### src/mspd_pkg.sv
// ----------------------------------------------------------------------------
// mspd_pkg: shared types and constants
// Request codes, register indexes, reset values, and controller/datapath
// command and status structures for the mass-scaled joint PD core.
// ----------------------------------------------------------------------------
package mspd_pkg;

  localparam int DATA_W    = 32;
  localparam int GAIN_W    = 31;
  localparam int FRAME_W   = 20;
  localparam int JCNT_W    = 7;
  localparam int JIDX_W    = 6;
  localparam int CFG_IDX_W = 3;
  localparam int PROD_W    = 66;
  localparam int ACC_W     = 56;
  localparam int FRAC_BITS = 16;

  localparam logic [GAIN_W-1:0]  KP_RESET     = 31'd52428800;
  localparam logic [GAIN_W-1:0]  KD_RESET     = 31'd983040;
  localparam logic [DATA_W-1:0]  FPS_RESET    = 32'd65536;
  localparam logic [FRAME_W-1:0] FINAL_RESET  = 20'd0;
  localparam logic [JCNT_W-1:0]  ACTIVE_RESET = 7'd32;

  localparam logic [1:0] REQ_MASS    = 2'd0;
  localparam logic [1:0] REQ_JOINT   = 2'd1;
  localparam logic [1:0] REQ_COMPUTE = 2'd2;

  localparam logic [CFG_IDX_W-1:0] CFG_KP     = 3'd0;
  localparam logic [CFG_IDX_W-1:0] CFG_KD     = 3'd1;
  localparam logic [CFG_IDX_W-1:0] CFG_FPS    = 3'd2;
  localparam logic [CFG_IDX_W-1:0] CFG_FINAL  = 3'd3;
  localparam logic [CFG_IDX_W-1:0] CFG_ACTIVE = 3'd4;

  typedef enum logic [1:0] {
    MUL_FRAME = 2'd0,
    MUL_KP    = 2'd1,
    MUL_KD    = 2'd2,
    MUL_MAC   = 2'd3
  } mul_sel_e;

  typedef enum logic [9:0] {
    ST_IDLE  = 10'b0000000001,
    ST_FRAME = 10'b0000000010,
    ST_CLAMP = 10'b0000000100,
    ST_JP    = 10'b0000001000,
    ST_JD    = 10'b0000010000,
    ST_JSUM  = 10'b0000100000,
    ST_ISSUE = 10'b0001000000,
    ST_DRAIN = 10'b0010000000,
    ST_EMIT  = 10'b0100000000,
    ST_ACK   = 10'b1000000000
  } state_e;

  typedef struct packed {
    logic     cap;
    mul_sel_e mul_sel;
    logic     frame_ld;
    logic     mass_we;
    logic     p_ld;
    logic     pd_we;
    logic     mac_issue;
    logic     acc_clr;
    logic     out_load;
    logic     out_ack;
    logic     out_last;
    logic     step_inc;
  } cmd_t;

  typedef struct packed {
    logic [1:0]        req_type;
    logic              row_ok;
    logic              mass_ok;
    logic              mac_busy;
    logic              out_free;
    logic [JCNT_W-1:0] joint_count;
  } status_t;

  typedef struct packed {
    logic [DATA_W-1:0] val;
    logic              clip;
  } sat_t;

  function automatic sat_t sat32(input logic signed [PROD_W-1:0] x);
    sat_t r;
    if (x > 66'sh0_7FFF_FFFF) begin
      r.val  = 32'h7FFF_FFFF;
      r.clip = 1'b1;
    end else if (x < -66'sh0_8000_0000) begin
      r.val  = 32'h8000_0000;
      r.clip = 1'b1;
    end else begin
      r.val  = x[DATA_W-1:0];
      r.clip = 1'b0;
    end
    return r;
  endfunction

endpackage

### src/mspd_ctrl.sv
// ----------------------------------------------------------------------------
// mspd_ctrl: sequencer
// One-hot state machine that walks each request through frame lookup,
// mass write, PD update or the row-by-row multiply-accumulate over the matrix.
// ----------------------------------------------------------------------------
module mspd_ctrl #(
  parameter int NDOF = 32
) (
  input  logic                                   clk_i,
  input  logic                                   rst_ni,
  input  logic                                   in_valid_i,
  output logic                                   in_ready_o,
  input  mspd_pkg::status_t                      status_i,
  output mspd_pkg::cmd_t                         cmd_o,
  output logic [((NDOF > 1) ? $clog2(NDOF) : 1)-1:0] mac_row_o,
  output logic [((NDOF > 1) ? $clog2(NDOF) : 1)-1:0] mac_col_o
);
  import mspd_pkg::*;

  localparam int IDX_W = (NDOF > 1) ? $clog2(NDOF) : 1;

  state_e            state_q, state_d;
  logic [JCNT_W-1:0] row_q, row_d;
  logic [JCNT_W-1:0] col_q, col_d;
  logic [JCNT_W-1:0] n_last;

  assign n_last     = status_i.joint_count - 7'd1;
  assign in_ready_o = (state_q == ST_IDLE);
  assign mac_row_o  = row_q[IDX_W-1:0];
  assign mac_col_o  = col_q[IDX_W-1:0];

  always_comb begin
    state_d = state_q;
    row_d   = row_q;
    col_d   = col_q;
    cmd_o   = '0;
    cmd_o.mul_sel = MUL_MAC;
    case (state_q)
      ST_IDLE: begin
        if (in_valid_i) begin
          cmd_o.cap = 1'b1;
          state_d   = ST_FRAME;
        end
      end
      ST_FRAME: begin
        cmd_o.mul_sel = MUL_FRAME;
        state_d       = ST_CLAMP;
      end
      ST_CLAMP: begin
        cmd_o.frame_ld = 1'b1;
        case (status_i.req_type)
          REQ_MASS: begin
            cmd_o.mass_we = status_i.mass_ok;
            state_d       = ST_ACK;
          end
          REQ_JOINT: begin
            state_d = status_i.row_ok ? ST_JP : ST_ACK;
          end
          REQ_COMPUTE: begin
            cmd_o.acc_clr = 1'b1;
            row_d         = '0;
            col_d         = '0;
            state_d       = ST_ISSUE;
          end
          default: state_d = ST_ACK;
        endcase
      end
      ST_JP: begin
        cmd_o.mul_sel = MUL_KP;
        state_d       = ST_JD;
      end
      ST_JD: begin
        cmd_o.mul_sel = MUL_KD;
        cmd_o.p_ld    = 1'b1;
        state_d       = ST_JSUM;
      end
      ST_JSUM: begin
        cmd_o.pd_we = 1'b1;
        state_d     = ST_ACK;
      end
      ST_ISSUE: begin
        cmd_o.mac_issue = 1'b1;
        col_d           = col_q + 7'd1;
        if (col_q == n_last) begin
          state_d = ST_DRAIN;
        end
      end
      ST_DRAIN: begin
        // wait for the last product to land in the accumulator
        if (!status_i.mac_busy) begin
          state_d = ST_EMIT;
        end
      end
      ST_EMIT: begin
        if (status_i.out_free) begin
          cmd_o.out_load = 1'b1;
          cmd_o.out_last = (row_q == n_last);
          if (row_q == n_last) begin
            cmd_o.step_inc = 1'b1;
            state_d        = ST_IDLE;
          end else begin
            cmd_o.acc_clr = 1'b1;
            row_d         = row_q + 7'd1;
            col_d         = '0;
            state_d       = ST_ISSUE;
          end
        end
      end
      ST_ACK: begin
        if (status_i.out_free) begin
          cmd_o.out_load = 1'b1;
          cmd_o.out_ack  = 1'b1;
          cmd_o.out_last = 1'b1;
          state_d        = ST_IDLE;
        end
      end
      default: state_d = ST_IDLE;
    endcase
  end

  always_ff @(posedge clk_i or negedge rst_ni) begin
    if (!rst_ni) begin
      state_q <= ST_IDLE;
      row_q   <= '0;
      col_q   <= '0;
    end else begin
      state_q <= state_d;
      row_q   <= row_d;
      col_q   <= col_d;
    end
  end

  a_load_needs_room: assert property (@(posedge clk_i) disable iff (!rst_ni)
    cmd_o.out_load |-> status_i.out_free)
    else $error("result loaded while output register is occupied");

  a_step_on_last: assert property (@(posedge clk_i) disable iff (!rst_ni)
    cmd_o.step_inc |-> (cmd_o.out_load && cmd_o.out_last && !cmd_o.out_ack))
    else $error("step advanced away from the last torque");

  a_issue_busy: assert property (@(posedge clk_i) disable iff (!rst_ni)
    cmd_o.mac_issue |=> status_i.mac_busy)
    else $error("issued multiply-accumulate not tracked");

  a_emit_drained: assert property (@(posedge clk_i) disable iff (!rst_ni)
    (state_q == ST_EMIT) |-> !status_i.mac_busy)
    else $error("torque emitted before accumulation finished");

endmodule

### config.mk
export PLATFORM = sky130hd
export DESIGN_NAME = mspd_ctrl
export DESIGN_NICKNAME = d
export VERILOG_FILES = /design/src/mspd_pkg.sv /design/src/mspd_ctrl.sv
export SDC_FILE = /design/constraint.sdc
export NUM_CORES = 1
export LEC_CHECK = 0
export BUFFER_PORTS_ARGS = -buffer_cell sky130_fd_sc_hd__buf_2
export CAP_MARGIN = 0
export CORE_ASPECT_RATIO = 1.1
export CORE_UTILIZATION = 30
export CTS_BUF_LIST = sky130_fd_sc_hd__clkbuf_8
export DETAILED_ROUTE_END_ITERATION = 6
export PLACE_DENSITY = 0.47
export SKIP_CTS_REPAIR_TIMING = 1
export SLEW_MARGIN = 15
export SYNTH_ARGS = -nofsm -noshare
export SYNTH_HDL_FRONTEND = slang
export SYNTH_SLANG_ARGS = --single-unit
export TNS_END_PERCENT = 10
### constraint.sdc
create_clock -name clk_i -period 3.1 [get_ports clk_i]
set_clock_uncertainty 0.1 [all_clocks]
set_input_delay 0.31 -clock clk_i [delete_from_list [all_inputs] [get_ports clk_i]]
set_output_delay 0.31 -clock clk_i [all_outputs]
set_load 0.01 [all_outputs]
# Word-level counts from Yosys, hierarchy flattened
# Index checks and enable logic that the tools add are counted.
word_totals:
  register_bits: 24
  output_inout_bits: 24
  word_cells: 68
classes:
  n_addsub: 3
  eq_ne: 21
  muxes: 35
  reduce_logical: 6
op_table:
  columns: ["operator", "n"]
  rows:
  - ["$pmux W10 S10", 1]
  - ["$mux W10", 6]
  - ["$mux W7", 6]
  - ["$pmux W7 S3", 1]
  - ["$pmux W10 S2", 1]
  - ["$add A7 B1 Y7 const B", 2]
  - ["$eq A7 B7 Y1", 2]
  - ["$pmux W7 S2", 1]
  - ["$ne A2 B2 Y1 const B", 6]
  - ["$mux W1", 11]
  - ["$eq A10 B1 Y1 const B", 1]
  - ["$eq A10 B10 Y1 const B", 1]
  - ["$eq A10 B2 Y1 const B", 1]
  - ["$eq A10 B3 Y1 const B", 1]
  - ["$eq A10 B4 Y1 const B", 1]
  - ["$eq A10 B5 Y1 const B", 1]
  - ["$eq A10 B6 Y1 const B", 1]
  - ["$eq A10 B7 Y1 const B", 1]
  - ["$eq A10 B8 Y1 const B", 1]
  - ["$eq A10 B9 Y1 const B", 1]
  - ["$reduce_and A4 Y1", 2]
  - ["$sub A7 B1 Y7 const B", 1]
  - ["$mux W2", 3]
  - ["$pmux W1 S2", 3]
  - ["9 further kinds", 9]

# Depth between registers and ports, before layout
# Gate-level depths: netlist (run 1).
logic_depth:
  ltp_word: 5
  mapped_depth: 9
  depth_no_buf: 9

# Least setup slack after synthesis (run 1)
# Ideal clock, no wire load.
synth_timing:
  path_type: "in2out"
  startpoint: "in status_i[0] (netlist name)"
  endpoint: "out cmd_o[4] (netlist name)"
  arrival_time_ps: 2200
  required_ps: 2690
  slack_ps: 490
  stages: 8
  path_buffers: 1
  cell_sequence: "inv_1 ha_1 or3b_2 xnor3_2 nor3b_4 a311oi_4 or2_1 buf_4"
synth_lines:
  columns: ["item", "line_no", "source"]
  rows:
  - ["start: declaration", "mspd_ctrl.sv:13", "input mspd_pkg::status_t status_i,"]
  - ["end: declaration", "mspd_ctrl.sv:14", "output mspd_pkg::cmd_t cmd_o,"]

==> metrics.yaml, run 1 <==
outcome:
  status: "complete, no violations"
timing:
  fin_crit_sh_pct: 94.4
  finalHoldViolations: 0
  relSlewSlack_pct: 60.4
  layout_min_cycle_time_ns: 2.93
  worst_slack_ns: 0.174
  slew_viol_final: 0
  tightest_slew_ns: 0.594
  fin_setup_tns_ns: 0
  rsz0062_at_grt: "false"
  clock.fmax_mhz: 342
  finalHoldWorstSlack_ns: 0.121
  setup_violations: 0
floorplan:
  start_util_pct: 31.4
  die_h_microns: 86.7
  num_rows: 30
  die-area_sq_um: 6850
  die_w_microns: 79.0
  core_sq_um: 6230
  io_pins: 40
worst_setup_path:
  crit_path_start_kind: "register"
  cp.arrival_ns: 2.52
  crit_path_start: "state_q[3]"
  cp_cell_sequence: "or4_4, nor2_1, nand3_2, a311oi_4, or2_1, buf_2"
  r2r.worst_path.cells: 5
  timing.rr.start: "state_q[3]"
  path_delay_family: "simple AND/OR/NAND/NOR gates"
  path_class: "reg -> out"
  critPathBufInv: 1
  cp_slowest_stage_delay_ns: 0.59
  worstPathRequired_ns: 2.69
  worst_path_max_delay_cell: "or4_4"
  rr_endpoint: "state_q[8]"
  endpoint_kind: "primary output"
  r2r_slack_ns: 0.38
  worstPathMaxFanout: 9
synth:
  synth_area_sq_um: 1960
  netlist_top_cells_area: "dfrtp_1, xnor2_1, xor2_1"
  synth.top_cell.area_share_pct: 29.4
  synth.most_common_cell: "nor2_1"
  yosys-top-cells-count: "nor2_1, dfrtp_1, xnor2_1, xor2_1, buf_4"
  syn-num-nets: 230
  ys_async_sr_fraction_pct: 100
  synth_edf_count: 0
  yosys_warnings: 0
  synth-main-ff-cell: "dfrtp_1"
  yosys_register_bits: 24
  postSynthCellCount: 211
  synth_largest_area_cell: "dfrtp_1"
  ys_seq_area_share_pct: 30.8
  avgSynthCellArea_sq_um: 9.27
  synth.distinct_cells: 55
global_route:
  grt_first_pass_wirelength_microns: 7490
  grt_use_total_pct: 14.2
  grt_pass1_vias: 1473
  grt_max_degree: 25
  overflow: 0
  antenna_found_initial: 0
cells_and_area:
  final_cell_area_sq_um: 2230
  fin_util_pct: 35.8
  drive_above_1_share_pct: 31.0
  fin_cells: 322
  nets: 262
  areaGrowthSynthToFinish_pct: 13.9
  antenna_cells: 0
clock_tree:
  clock_latency_ns: 0.28
  cts_tree: "done"
  cts_max_level: 1
  cts_buffers: 3
  clk_pin_slew_ns: 0.10
  cts_num_sinks: 24
  clk_path_buf_depth: 2
  root_buffer: "clkbuf_8"
hold_path:
  min_to: "state_q[3]"
  holdPathStages: 2
  hold_path.startpoint: "status_i[12]"
  hold_class: "in -> reg"
drt:
  drtAntennaViolNets: 0
  dr.pass1.iters: 4
  wl_per_cell_microns: 14.4
  vias_per_cell: 5.02
  dr_total_vias: 1618
  totalWireLength_microns: 4640
  drc: 0
  drt_iter0_markers: 64
place:
  dp_hpwl_microns: 3600
  place_congestion: 0.804
  numPortBuffers: 39
  dpl.cell_count: 317
  dpl_cell_area_sq_um: 2160
  dpl_worst_slack_ns: 0.115
power:
  power.total_mw: 1.14
  leakage_nw: 1.05
  cellPowerDensity_nw_per_um2: 512
  peakVddDrop_mv: 0.293
flow_run:
  drv_cap: 0
## cells by family after synthesis
| family | synth area share [%] |
|---|---|
| buffers and inverters | 8.25 |
| and+or+nand+nor | 32.2 |
| adders and majority gates | 1.92 |
| xor gates and xnor gates | 14.6 |
| AOI/OAI and AO/OA | 11.6 |
| DFF | 30.8 |
| muxes | 0.575 |
## report_power, final
part           switching [mW]  internal (mW)  total (mW)
logic                   0.255          0.216       0.471
registers              0.0823          0.364       0.446
clock network           0.111          0.114       0.225
total                   0.448          0.694        1.14
## area by class of cell
type,instances,area (sq um)
fill,674,4000
multi-input combinational,161,1200
sequential,24,602
timing repair buffer,45,243
tap,80,100
clock buffer,4,55.1
inverter,8,30.0
## metal layers
| metal | GRT usage [%] | share of wire, % |
|---|---|---|
| met4 | 4.63 | 1.6 |
| met5 | 0 | 0 |
| met2 | 21.3 | 44 |
| met3 | 1.47 | 3.6 |
| met1 | 21.0 | 50 |
## state kept, by name (all words and copies together) (netlist names)
register  cells
col_q         7
row_q         7
state_q      10
## cells in the final DEF, fill, tap and decap left out, types with 3 or more instances in the layout
| master | instances |
|---|---|
| buf_2 | 39 |
| nor2_1 | 24 |
| dfrtp_1 | 23 |
| xnor2_1 | 15 |
| xor2_1 | 15 |
| nand2_1 | 9 |
| inv_1 | 8 |
| and3_1 | 6 |
| nor3_1 | 6 |
| o21ai_0 | 6 |
| or4_4 | 5 |
| nand4_1 | 5 |
| buf_4 | 5 |
| and2_1 | 4 |
| o21ai_1 | 4 |
| clkbuf_8 | 4 |
| nor4b_2 | 3 |
| or2_1 | 3 |
| nor4b_1 | 3 |
| a21oi_1 | 3 |
| nor4_1 | 3 |
| o211ai_1 | 3 |
| a31oi_1 | 3 |
| ha_1 | 3 |
## worst max path at each step
stage	to	slack (ns)	depth (start not counted)
2_1_floorplan	cmd_o[4]	0.49	8
3_3_place_gp	cmd_o[1]	0.18	11
3_5_place_dp	cmd_o[1]	0.11	11
4_1_cts	cmd_o[1]	0.10	11
5_1_grt	cmd_o[1]	0.02	11
6_report	cmd_o[4]	0.17	6
No activity file was read; power rests on OpenSTA's default activity.
==> inputs of run 2 (changes only) <==
- CTS_CLUSTER_DIAMETER: default -> 80
- REMOVE_ABC_BUFFERS: default -> 1
==> run 2 against run 1 <==
  * Routed wire length is 3.8% higher
  * Clock power about the same
  * First-iteration DRC count decreased by 25%
  * Clock-buffer cell count did not move
  * Sequential power increased by 1%
  * Die area stayed put
  * Largest cell class unchanged
==> metrics.yaml, run 2 (synthesis results as in run 1) <==
worst_setup_path:
  worst_path_max_delay_cell: "or3b_2"
  r2r.worst_path.cells: 5  # unchanged
  endpoint_kind: "primary output"
  critPathBufInv: 3  # +2
  cp_cell_sequence: "buf_2, inv_1, ha_1, or3b_2, xnor3_2, nor3b_4, nand2_1, nor3_2, nor2_1, nor2_1, buf_2"
  crit_path_start_kind: "input pin"
  worstPathRequired_ns: 2.69  # about the same
  cp.arrival_ns: 2.55  # +0.03 ns
  rr_endpoint: "state_q[8]"
  cp_slowest_stage_delay_ns: 0.51  # -0.08 ns
  worstPathMaxFanout: 6  # -3
  timing.rr.start: "state_q[3]"
  path_class: "in -> out"
  path_delay_family: "simple AND/OR/NAND/NOR gates"
  r2r_slack_ns: 0.36  # -0.02 ns
place:
  dpl_cell_area_sq_um: 2150  # -0.35%
  dp_hpwl_microns: 3730  # +3.5%
  dpl_worst_slack_ns: 0.0681  # -0.0468 ns
  place_congestion: 0.846  # +5.2%
  numPortBuffers: 39  # unchanged
drt:
  wl_per_cell_microns: 14.9  # +3.5%
  drt_iter0_markers: 48  # -25%
  dr_total_vias: 1609  # -0.56%
  drc: 0  # unchanged
  totalWireLength_microns: 4820  # +3.8%
  drtAntennaViolNets: 0  # unchanged
  dr.pass1.iters: 4  # unchanged
  vias_per_cell: 4.98  # -0.86%
cells_and_area:
  final_cell_mix: "buf_2, nor2_1, dfrtp_1"
  areaGrowthSynthToFinish_pct: 14.3
  reg.largest.list: "state_q (10), col_q (7), row_q (7)"
  largest_register_ffs: 10  # unchanged
  fin_util_pct: 35.9  # +0.12 points
  nets: 263  # +0.38%
  top_register: "state_q"
  final_cell_area_sq_um: 2240  # +0.34%
  antenna_cells: 0  # unchanged
  final_common_cell: "buf_2"
  drive_above_1_share_pct: 31.3  # +0.28 points
power:
  seqPwrFrac_pct: 39.3  # +0.2 points
  cellPowerDensity_nw_per_um2: 514  # +0.31%
  intPower_uw: 693  # -0.19%
  power.total_mw: 1.15  # +0.64%
  leakage_nw: 1.06  # +0.57%
  pwr-share-clk_pct: 19.4  # -0.3 points
  switching_power_uw: 457  # +1.9%
  pwr-share-comb_pct: 41.3  # about the same
  peakVddDrop_mv: 0.275  # -6.4%
  switching_share_pct: 39.7  # +0.50 points
hold_path:
  holdPathStages: 2  # unchanged
  hold_class: "in -> reg"
  min_to: "state_q[3]"
  hold_path.startpoint: "status_i[12]"
global_route:
  grt_pass1_vias: 1583  # +7.5%
  overflow: 0  # unchanged
  grt_max_degree: 25  # unchanged
  grt_first_pass_wirelength_microns: 7940  # +6.1%
  grt_use_total_pct: 15.1  # +0.97 points
  antenna_found_initial: 0  # unchanged
floorplan:
  die_h_microns: 86.7  # unchanged
  core_sq_um: 6230  # unchanged
  die_w_microns: 79.0  # unchanged
  num_rows: 30  # unchanged
  io_pins: 40  # unchanged
  die-area_sq_um: 6850  # unchanged
  start_util_pct: 31.4  # unchanged
timing:
  relSlewSlack_pct: 60.7  # +0.28 points
  clock.fmax_mhz: 338  # -1.2%
  fin_crit_sh_pct: 95.5  # +1.1 points
  setup_violations: 0  # unchanged
  worst_slack_ns: 0.139  # -0.0350 ns
  fin_setup_tns_ns: 0  # unchanged
  layout_min_cycle_time_ns: 2.96  # +0.0350 ns
  rsz0062_at_grt: "false"
  tightest_slew_ns: 0.590  # -0.00424 ns
  finalHoldViolations: 0  # unchanged
  slew_viol_final: 0  # unchanged
flow_run:
  drv_cap: 0  # unchanged
clock_tree:
  clk_pin_slew_ns: 0.09  # about the same
  cts_max_level: 1  # unchanged
  cts_buffers: 3  # unchanged
  clock_latency_ns: 0.28  # about the same
  cts_tree: "done"
  root_buffer: "clkbuf_8"
  cts_num_sinks: 24  # unchanged
  clk_path_buf_depth: 2  # unchanged
outcome:
  status: "complete, no violations"
==> run 2: cell types whose count changed in the layout (fill, tap and decap cells not counted) <==
cell,delta
buf_4,+1
==> run 2: final cells by class <==
type	instances	area, sq um
Sequential cell	24	602
Inverter	8	30.0
Tap cell	80	100
Timing Repair Buffer	46	250
Multi-Input combinational cell	161	1200
Fill cell	681	4000
Clock buffer	4	55.1
==> run 2: metrics by stage <==
stage,instances,hold WS [ns]
2_1_floorplan,193,-0.0856
3_3_place_gp,316,0.256
3_5_place_dp,316,0.245
4_1_cts,320,-0.0591
5_1_grt,323,0.116
6_report,323,0.116
==> run 2: worst max path at each step <==
stage	cells past startpoint	slack (ns)	to	start
final	11	0.14	cmd_o[1]	status_i[0]
after floorplan	9	0.51	cmd_o[1]	status_i[0]
after detailed placement	11	0.07	cmd_o[1]	status_i[0]
after global placement	11	0.14	cmd_o[1]	status_i[0]
after global routing	11	0.02	cmd_o[1]	status_i[0]
after CTS	11	0.05	cmd_o[1]	status_i[0]
==> run 2: power groups by stage <==
stage | sequential, mW | combinational, mW | clock (mW)
5_1_grt | 0.464 | 0.529 | 0.236
2_1_floorplan | 0.442 | 0.325 | 0
4_1_cts | 0.454 | 0.479 | 0.228
6_report | 0.451 | 0.475 | 0.223
3_3_place_gp | 0.461 | 0.477 | 0
3_5_place_dp | 0.461 | 0.474 | 0
==> run 2: layer usage <==
layer  wire, microns  vias to the layer above  global-route usage [%]
met5               0                        -                       0
met4              51                        0                    4.30
met3             200                        5                    1.47
met2            2260                       46                    24.8
met1            2300                      747                    21.0
li1                -                      811                       -
==> inputs of run 3 (changes only) <==
--- a/config.mk
+++ b/config.mk
@@ -10,7 +10,7 @@
 export CORE_ASPECT_RATIO = 1.1
-export CORE_UTILIZATION = 30
+export CORE_UTILIZATION = 57
 export CTS_BUF_LIST = sky130_fd_sc_hd__clkbuf_8
-export CTS_CLUSTER_DIAMETER = 80
+export CTS_CLUSTER_DIAMETER = 100
 export DETAILED_ROUTE_END_ITERATION = 6
-export PLACE_DENSITY = 0.47
+export PLACE_DENSITY = 0.8
 export REMOVE_ABC_BUFFERS = 1
--- a/constraint.sdc
+++ b/constraint.sdc
@@ -4,2 +4,2 @@
 set_output_delay 0.31 -clock clk_i [all_outputs]
-set_load 0.01 [all_outputs]
+set_load 0.1 [all_outputs]
==> run 3 against run 2 <==
  * The run now ends with design-rule violations left
  * Design area about the same
  * Clock power down 15%
  * Cell count down 14%
  * Combinational power up 84%
  * Power up 31%
  * Critical path depth down 5
  * Worst setup slack worse by 0.049 ns
  * First-iteration DRC count up 94%
  * Via count up 2.0%
  * Worst hold slack better by 0.016 ns
  * Sequential power down 1%
  * Critical endpoint is now cmd_o[10]
==> metrics.yaml, run 3 (synthesis results as in run 1) <==
outcome:
  status: "complete, but fails checks"
  violations: "design-rule violations"
hold_path:
  min_to: "state_q[0]"
  hold_path.startpoint: "in_valid_i"
  hold_class: "in -> reg"
  holdPathStages: 2  # unchanged
timing:
  fin_setup_tns_ns: 0  # unchanged
  clock.fmax_mhz: 332  # -1.6%
  slew_viol_final: 0  # unchanged
  rsz0062_at_grt: "true"
  relSlewSlack_pct: 63.4  # +2.8 points
  layout_min_cycle_time_ns: 3.01  # +0.0488 ns
  fin_crit_sh_pct: 97.1  # +1.6 points
  finalHoldWorstSlack_ns: 0.132  # +0.0164 ns
  setup_violations: 0  # unchanged
  tightest_slew_ns: 0.548  # -0.0416 ns
  finalHoldViolations: 0  # unchanged
cells_and_area:
  final_common_cell: "buf_2"
  reg.largest.list: "state_q (10), col_q (7), row_q (7)"
  fill_cells: 257  # -62%
  nets: 264  # +0.38%
  final_cell_mix: "buf_2, nor2_1, dfrtp_1"
  antenna_cells: 0  # unchanged
  multi_input_area_sq_um: 1200  # +0.31%
  areaGrowthSynthToFinish_pct: 14.2  # about the same
  register_area_sq_um: 602  # unchanged
  largest_register_ffs: 10  # unchanged
  drive_above_1_share_pct: 31.6  # +0.28 points
  top_register: "state_q"
floorplan:
  start_util_pct: 62.1  # +31 points
  core_sq_um: 3150  # -49%
  die_w_microns: 57.9  # -27%
  io_pins: 40  # unchanged
  num_rows: 21  # -30%
  die-area_sq_um: 3670  # -46%
  die_h_microns: 63.5  # -27%
clock_tree:
  clk_path_buf_depth: 2  # unchanged
  clock_latency_ns: 0.27  # about the same
  cts_buffers: 3  # unchanged
  root_buffer: "clkbuf_8"
  cts_max_level: 1  # unchanged
  clk_pin_slew_ns: 0.08  # about the same
  cts_num_sinks: 24  # unchanged
  cts_tree: "done"
worst_setup_path:
  cp.arrival_ns: 2.60  # +0.05 ns
  worst_path_max_delay_cell: "or4_4"
  worstPathMaxFanout: 7  # +1
  cp_slowest_stage_delay_ns: 0.53  # +0.02 ns
  r2r_slack_ns: 0.46  # +0.10 ns
  worstPathRequired_ns: 2.69  # about the same
  crit_path_frequent_cell: "nand2b_1"
  rr_endpoint: "state_q[8]"
  endpoint_kind: "primary output"
  crit_path_start_kind: "register"
  r2r.worst_path.cells: 5  # unchanged
  path_class: "reg -> out"
  cp_cell_sequence: "or3_4, or4_1, or4_4, nand2b_1, nand2b_1, buf_4"
  path_delay_family: "simple AND/OR/NAND/NOR gates"
  timing.rr.start: "state_q[3]"
  critPathBufInv: 1  # -2
flow_run:
  drv_cap: 0  # unchanged
drt:
  vias_per_cell: 5.90  # +18%
  wl_per_cell_microns: 15.4  # +3.3%
  drtAntennaViolNets: 0  # unchanged
  dr.pass1.iters: 6  # +2
  drc: 3  # +3
  dr_total_vias: 1641  # +2.0%
  totalWireLength_microns: 4290  # -11%
  drt_iter0_markers: 93  # +94%
power:
  peakVddDrop_mv: 0.919  # +230%
  cellPowerDensity_nw_per_um2: 675  # +31%
  power.total_mw: 1.51  # +31%
  leakage_nw: 1.07  # +1.2%
global_route:
  grt_use_total_pct: 25.3  # +10 points
  grt_max_degree: 25  # unchanged
  overflow: 0  # unchanged
  grt_pass1_vias: 1628  # +2.8%
  antenna_found_initial: 0  # unchanged
  grt_first_pass_wirelength_microns: 7200  # -9.4%
place:
  dp_hpwl_microns: 3320  # -11%
  place_congestion: 0.869  # +2.8%
  numPortBuffers: 39  # unchanged
## run 3: cell types whose count changed in the layout (fill, tap and decap cells not counted), sizes merged
cell / before / now
inv: 8 / 9
clkbuf: 4 / 5
buf: 45 / 44
## run 3: how the worst max path moves through the flow
stage / cells after the start / endpoint / from
2_1_floorplan: 4 / cmd_o[0] / row_q[4]
3_3_place_gp: 10 / cmd_o[4] / status_i[0]
3_5_place_dp: 10 / cmd_o[4] / status_i[0]
4_1_cts: 4 / cmd_o[8] / state_q[7]
5_1_grt: 11 / cmd_o[1] / status_i[0]
6_report: 6 / cmd_o[10] / state_q[7]
## run 3: area by class of cell
type                    count  share of cell area (%)
multi-input cells         161                    53.8
flip-flops and latches     24                    26.9
repair buffers             47                    14.0
well taps                  34                    1.90
clock buffers               3                    1.85
inverters                   8                    1.34
clock inverters             1                   0.168
## run 3: worst register-to-register path, delay by kind of cell (launching register included)
family	cells	cell delay [ns]
AOI/OAI and AO/OA	1	0.26
DFF	1	0.43
and+or+nand+nor	3	1.40
muxes	1	0.33
## run 3: per-stage QoR
stage	utilization, %	setup slack, ns	cell area [sq um]	cells
6_report	70.9	0.0905	2230	278
5_1_grt	70.9	-0.0256	2230	278
4_1_cts	70.0	-0.0211	2210	277
3_5_place_dp	68.5	0.157	2160	273
3_3_place_gp	68.5	0.202	2160	273
2_1_floorplan	-	-2.18	1830	193
## run 3: per-layer routing
| layer | part of all wire [%] | GRT usage (%) | vias to the layer above |
|---|---|---|---|
| met5 | 0 | 0 | - |
| met4 | 2.3 | 10.4 | 0 |
| met3 | 4.1 | 2.46 | 11 |
| met2 | 50 | 43.4 | 51 |
| met1 | 43 | 31.9 | 769 |
| li1 | - | - | 810 |
## run 3: report_power, final
| part | switching [mW] | leakage [nW] | internal (mW) |
|---|---|---|---|
| Combinational | 0.647 | 0.723 | 0.227 |
| Sequential | 0.0812 | 0.322 | 0.364 |
| Clock | 0.0999 | 0.0269 | 0.0887 |
